## config.mk

```make
export PLATFORM = sky130hd
export DESIGN_NAME = mctd_control
export DESIGN_NICKNAME = d
export VERILOG_FILES = /design/src/design/mctd_pkg.sv /design/src/design/mctd_control.sv
export VERILOG_INCLUDE_DIRS = /design/src /design/src/design
export SDC_FILE = /design/constraint.sdc
export NUM_CORES = 1
export LEC_CHECK = 0
export ABC_AREA = 1
export BUFFER_PORTS_ARGS = -buffer_cell sky130_fd_sc_hd__buf_4
export CAP_MARGIN = 20
export CORE_AREA = 3 3 40 42
export CTS_CLUSTER_DIAMETER = 100
export DETAILED_ROUTE_END_ITERATION = 8
export DIE_AREA = 0 0 43 45
export PLACE_DENSITY = 0.56
export REMOVE_ABC_BUFFERS = 1
export SKIP_CTS_REPAIR_TIMING = 1
export SLEW_MARGIN = 20
export SYNTH_ARGS = -nofsm -noshare
export SYNTH_HDL_FRONTEND = slang
export SYNTH_SLANG_ARGS = --single-unit
```

## constraint.sdc

```tcl
create_clock -name clock -period 1.6 [get_ports clock]
set_clock_uncertainty 0.1 [all_clocks]
set_input_delay 0.08 -clock clock [delete_from_list [all_inputs] [get_ports clock]]
set_output_delay 0.08 -clock clock [all_outputs]
set_load 0.03 [all_outputs]
```

## src/design/multi_cpu_thread_dispatcher_assert.svh

```systemverilog
// Assertion macros for the thread dispatcher controller.
// Depends on nothing; included by files that carry concurrent checks.
`ifndef MULTI_CPU_THREAD_DISPATCHER_ASSERT_SVH
`define MULTI_CPU_THREAD_DISPATCHER_ASSERT_SVH

// Check an implication on every clock edge outside reset.
`define MCTD_ASSERT_IMPL(label, clk, rst, ante, cons, msg) \
   label: assert property (@(posedge clk) disable iff (rst) (ante) |-> (cons)) \
      else $error(msg);

// Check an implication whose consequent must hold in the next cycle.
`define MCTD_ASSERT_NEXT(label, clk, rst, ante, cons, msg) \
   label: assert property (@(posedge clk) disable iff (rst) (ante) |=> (cons)) \
      else $error(msg);

`endif

```

## src/design/mctd_pkg.sv

```systemverilog
// Package for the thread dispatcher: sizes, payload structs, command codes.
// Depends on nothing.
package mctd_pkg;

   localparam int MAX_THREADS_DEF = 32;
   localparam int MAX_CPUS_DEF    = 16;

   localparam logic [1:0] POL_FCFS     = 2'd0;
   localparam logic [1:0] POL_SRT_NP   = 2'd1;
   localparam logic [1:0] POL_SRT_P    = 2'd2;
   localparam logic [1:0] POL_PRIO_P   = 2'd3;

   localparam logic       OP_CREATE = 1'b0;
   localparam logic       OP_TICK   = 1'b1;

   localparam logic       CSR_POLICY = 1'b0;
   localparam logic       CSR_CPUS   = 1'b1;

   typedef struct packed {
      logic        operation;
      logic [15:0] arrive_at;
      logic [15:0] run_time;
      logic [7:0]  prio_level;
      logic [15:0] new_thread_id;
      logic [15:0] current_time;
   } req_type;

   typedef struct packed {
      logic [3:0]  cpu_index;
      logic [15:0] assigned_id;
      logic        cpu_busy;
      logic        all_done;
      logic        table_full;
      logic        last;
   } rsp_type;

   // Commands from the controller to the datapath.
   typedef struct packed {
      logic load_req;    // capture the input item
      logic create;      // write the new thread into the free slot
      logic drop;        // drop finished threads, release owners
      logic scan_clear;  // start a scan for one CPU
      logic scan_step;   // compare one slot
      logic assign_cpu;  // commit the scan winner to the current CPU
      logic next_cpu;    // advance the CPU counter
      logic run;         // decrement every running thread
   } cmd_type;

   // Status from the datapath to the controller.
   typedef struct packed {
      logic is_tick;
      logic any_valid;
      logic scan_last;
      logic cpu_last;
      logic cpu_idle;
   } stat_type;

endpackage

```

## src/design/mctd_control.sv

```systemverilog
// Controller state machine of the thread dispatcher.
// Depends on mctd_pkg and the assertion macro header.
`include "multi_cpu_thread_dispatcher_assert.svh"
module mctd_control
   import mctd_pkg::*;
(
   input  logic     clock,
   input  logic     reset,
   input  logic     req_valid,
   output logic     req_stall,
   output logic     rsp_valid,
   input  logic     rsp_stall,
   input  stat_type stat,
   output cmd_type  cmd
);
   localparam logic [2:0] ST_IDLE = 3'd0;
   localparam logic [2:0] ST_DECODE = 3'd1;
   localparam logic [2:0] ST_SCAN = 3'd2;
   localparam logic [2:0] ST_EMIT = 3'd3;
   localparam logic [2:0] ST_ONE = 3'd4;
   localparam logic [2:0] ST_RUN = 3'd5;
   localparam logic [2:0] ST_DROP = 3'd6;

   logic [2:0] state_ff, state_in;

   assign req_stall = state_ff != ST_IDLE;
   assign rsp_valid = state_ff == ST_EMIT || state_ff == ST_ONE;

   // Next state and command decode.
   always_comb begin
      state_in = state_ff;
      cmd = '0;
      unique case (state_ff)
         ST_IDLE: begin
            if (req_valid) begin
               cmd.load_req = 1'b1;
               state_in = ST_DECODE;
            end
         end
         ST_DECODE: begin
            if (stat.is_tick) begin
               cmd.drop = 1'b1;
               state_in = ST_DROP;
            end else begin
               state_in = ST_ONE;
            end
         end
         ST_DROP: begin
            cmd.scan_clear = 1'b1;
            state_in = stat.any_valid ? ST_SCAN : ST_ONE;
         end
         ST_SCAN: begin
            cmd.scan_step = 1'b1;
            if (stat.scan_last || !stat.cpu_idle) state_in = ST_EMIT;
         end
         ST_EMIT: begin
            if (!rsp_stall) begin
               cmd.assign_cpu = 1'b1;
               cmd.scan_clear = 1'b1;
               if (stat.cpu_last) begin
                  state_in = ST_RUN;
               end else begin
                  cmd.next_cpu = 1'b1;
                  state_in = ST_SCAN;
               end
            end
         end
         ST_ONE: begin
            if (!rsp_stall) begin
               cmd.create = !stat.is_tick;
               state_in = ST_IDLE;
            end
         end
         ST_RUN: begin
            cmd.run = 1'b1;
            state_in = ST_IDLE;
         end
         default: state_in = ST_IDLE;
      endcase
   end

   always_ff @(posedge clock) begin
      if (reset) state_ff <= ST_IDLE;
      else state_ff <= state_in;
   end

   `MCTD_ASSERT_IMPL(a_stall_busy, clock, reset, state_ff != ST_IDLE, req_stall, "not stalled while busy")
   `MCTD_ASSERT_NEXT(a_run_idle, clock, reset, state_ff == ST_RUN, state_ff == ST_IDLE, "run not followed by idle")
   `MCTD_ASSERT_IMPL(a_one_cmd, clock, reset, 1'b1, $onehot0({cmd.create, cmd.drop, cmd.run, cmd.scan_step}), "conflicting commands")

endmodule

```

==> results_dict.tcl <==
set metrics [dict create \
    status "completed" \
    routabilityCongestion 0.793 \
    synth_top_family_by_area "simple AND/OR/NAND/NOR gates" \
    worst_pin_slew_ns 0.263 \
    async_flop_share_pct 0 \
    route.detailed.drc 0 \
    synth_ff_type "dfxtp_1" \
    cp_max_fo 11 \
    cp-startpoint "state_ff[0]$_SDFFE_PP0P_" \
    drive_gt1_share_pct 51.9 \
    clockBufferDepth 2 \
    rsz0062_at_grt "false" \
    grt_max_degree 12 \
    synth-edff-count 0 \
    area_growth_syn_to_layout_pct 44.4 \
    multiInputGateArea_um2 251 \
    grt_antenna_before_repair 0 \
    ant_nets 0 \
    synth.distinct_cells 19 \
    drt-vias-per-instance 4.34 \
    post-route-util_pct 43.7 \
    setup_viol 0 \
    grt.overflow.total 0 \
    yosys.area.top_type "dfxtp_1" \
    clock-sinks 3 \
    r2r-start "state_ff[0]$_SDFFE_PP0P_" \
    clk_pin_slew_worst_paths_ns 0.03 \
    ir_worst_vdd_mv 0.624 \
    largest_reg_flops 3 \
    synthDominantCellAreaShare_pct 15.4 \
    grt_pass1_vias 366 \
    critPathSlowestCell "dfxtp_1" \
    num_antenna_cells 0 \
    start_kind "register" \
    hpwl_um 707 \
    cts_tree "built" \
    start_util_pct 30.3 \
    fin_ws_ns 0.123 \
    yosys.area_share.adder_pct 0 \
    io_buffers 18 \
    via_count 399 \
    fmax_mhz 677 \
    synth.area.top_cells "dfxtp_1 15%, nor2_4 12%, nand3_4 9.0%" \
    critPathBufInv 2 \
    path_class "reg -> out" \
    yosysMostFrequentCell "inv_1" \
    largest_register "state_ff" \
    die_area_um2 1940 \
    synth_common_cells "8 x inv_1, 6 x nor2_1, 5 x nand2_1, 5 x nand2_2, 4 x nor2_4" \
    insertion_delay_ns 0.23 \
    die_x_um 43 \
    drt_pass1_iterations 4 \
    wirelength_um 821 \
    regToRegEndpoint "state_ff[0]$_SDFFE_PP0P_" \
    pre_cts_ws_ns 0.255 \
    cp-endpoint "cmd[4]" \
    fin_crit_sh_pct 92.3 \
    seq_area_frac_synth_pct 15.4 \
    hold_viol_final 0 \
    reg2reg_setup_slack_ns 0.35 \
    coreArea_um2 1280 \
    cp_num_cells 6 \
    synthMuxAreaShare_pct 0 \
    drt_iter0_drc 3 \
    cp.required_ns 1.42 \
    drv_cap 0 \
    timing.slew.headroom_pct 82.4 \
    track_usage_pct 9.15 \
    cp_cell_sequence "inv_2 -> nor2_4 -> nand2_2 -> nor2_1 -> a31o_1 -> buf_4" \
    largestRegisters "state_ff (3)" \
    synth-compound-area-share_pct 10.3 \
    die_h_um 45 \
    slowest_delay_ns 0.30 \
    rr_worst_depth 8 \
    yosysWarnings 0 \
    avgSynthCellArea_um2 7.07 \
    final.min_clock_period_ns 1.48 \
    placed_area_um2 524 \
    synthSimpleGateAreaFrac_pct 54.3 \
    drv_slew 0 \
    wl_per_cell_um 8.92 \
    cp-end-kind "primary output" \
    cts_made_buffers 3 \
    cts-htree-levels 1 \
    clockRootBuffer "clkbuf_4" \
    synth_seq_cells 3 \
    p_leak_nw 0.292 \
    grt_pass1_wl_um 1380 \
    num_io_pins 19 \
    cp.arrival_ns 1.30 \
    hp-class "in -> reg" \
    synth.cell_area_um2 389 \
    p_per_area_nw_per_um2 1680 \
    min_path_cells 3 \
    nets 87 \
    critPathTopFamily "buffers and inverters" \
    fillers 136 \
    rows 13 \
    regArea_um2 61.3 \
    synth-xor-area-share_pct 0 \
    postSynthCellCount 55 \
    postLayoutCellArea_um2 562 \
]
## how the worst min path moves through the flow
stage          startpoint                       end  slack [ns]
3_5_place_dp        reset  state_ff[1]$_SDFFE_PP0P_        0.16
2_1_floorplan       reset  state_ff[1]$_SDFFE_PP0P_        0.04
5_1_grt         rsp_stall  state_ff[2]$_SDFFE_PP0P_        0.11
3_3_place_gp        reset  state_ff[1]$_SDFFE_PP0P_        0.16
6_report        rsp_stall  state_ff[2]$_SDFFE_PP0P_        0.08
4_1_cts             reset  state_ff[1]$_SDFFE_PP0P_       -0.09
## per-layer routing
layer  global-route usage [%]  part of all wire, %
met2                     13.2                   49
met1                     13.0                   48
met5                        0                    0
met3                     1.20                  3.0
met4                     5.42                    0
## cell type report
cell class                      count  share of cell area, %
Clock buffer                        4                   4.68
Inverter                           11                   7.80
Multi-Input combinational cell     38                   44.8
Sequential cell                     3                   10.9
Tap cell                           15                   3.34
Timing Repair Buffer               21                   28.5
## worst min-delay path: cells and delay by family
kind	cells	cell delay (ns)
simple gates	1	0.09
compound gates	1	0.06
buf+inv	1	0.13
## through the flow
step           power, mW  setup TNS (ns)  hold slack [ns]  std cells
6_report           0.943               0           0.0811         92
3_3_place_gp       0.822               0            0.157         87
2_1_floorplan      0.625         -0.0472           0.0424         52
3_5_place_dp       0.821               0            0.159         87
4_1_cts            0.958               0          -0.0855         91
5_1_grt             1.02               0            0.108         92
## power breakdown
part | switching (mW) | total, mW | internal [mW] | leakage [nW]
Sequential | 0.0435 | 0.149 | 0.106 | 0.0251
Clock | 0.0353 | 0.129 | 0.0932 | 0.0150
Combinational | 0.419 | 0.665 | 0.246 | 0.252
Total | 0.498 | 0.943 | 0.445 | 0.292
## logic make-up after synthesis
| family | after synthesis |
|---|---|
| flops | 3 |
| simple gates | 32 |
| compound gates | 6 |
| buf+inv | 14 |
## cells in the final DEF (no fill, tap or decap)
master,synthesis,routed
a21oi_1,1,1
a21oi_2,1,1
a31o_1,1,1
buf_4,0,20
clkbuf_1,0,1
clkbuf_4,0,3
dfxtp_1,3,2
dfxtp_2,0,1
dlygate4sd3_1,0,1
inv_1,8,8
inv_2,2,2
inv_4,1,1
nand2_1,5,5
nand2_2,5,5
nand3_1,3,3
nand3_2,1,1
nand3_4,2,2
nand4_1,3,3
nor2_1,6,6
nor2_4,4,4
nor3_1,3,3
o211ai_1,1,1
o21ai_0,2,2
No activity file was read; power rests on OpenSTA's default activity.
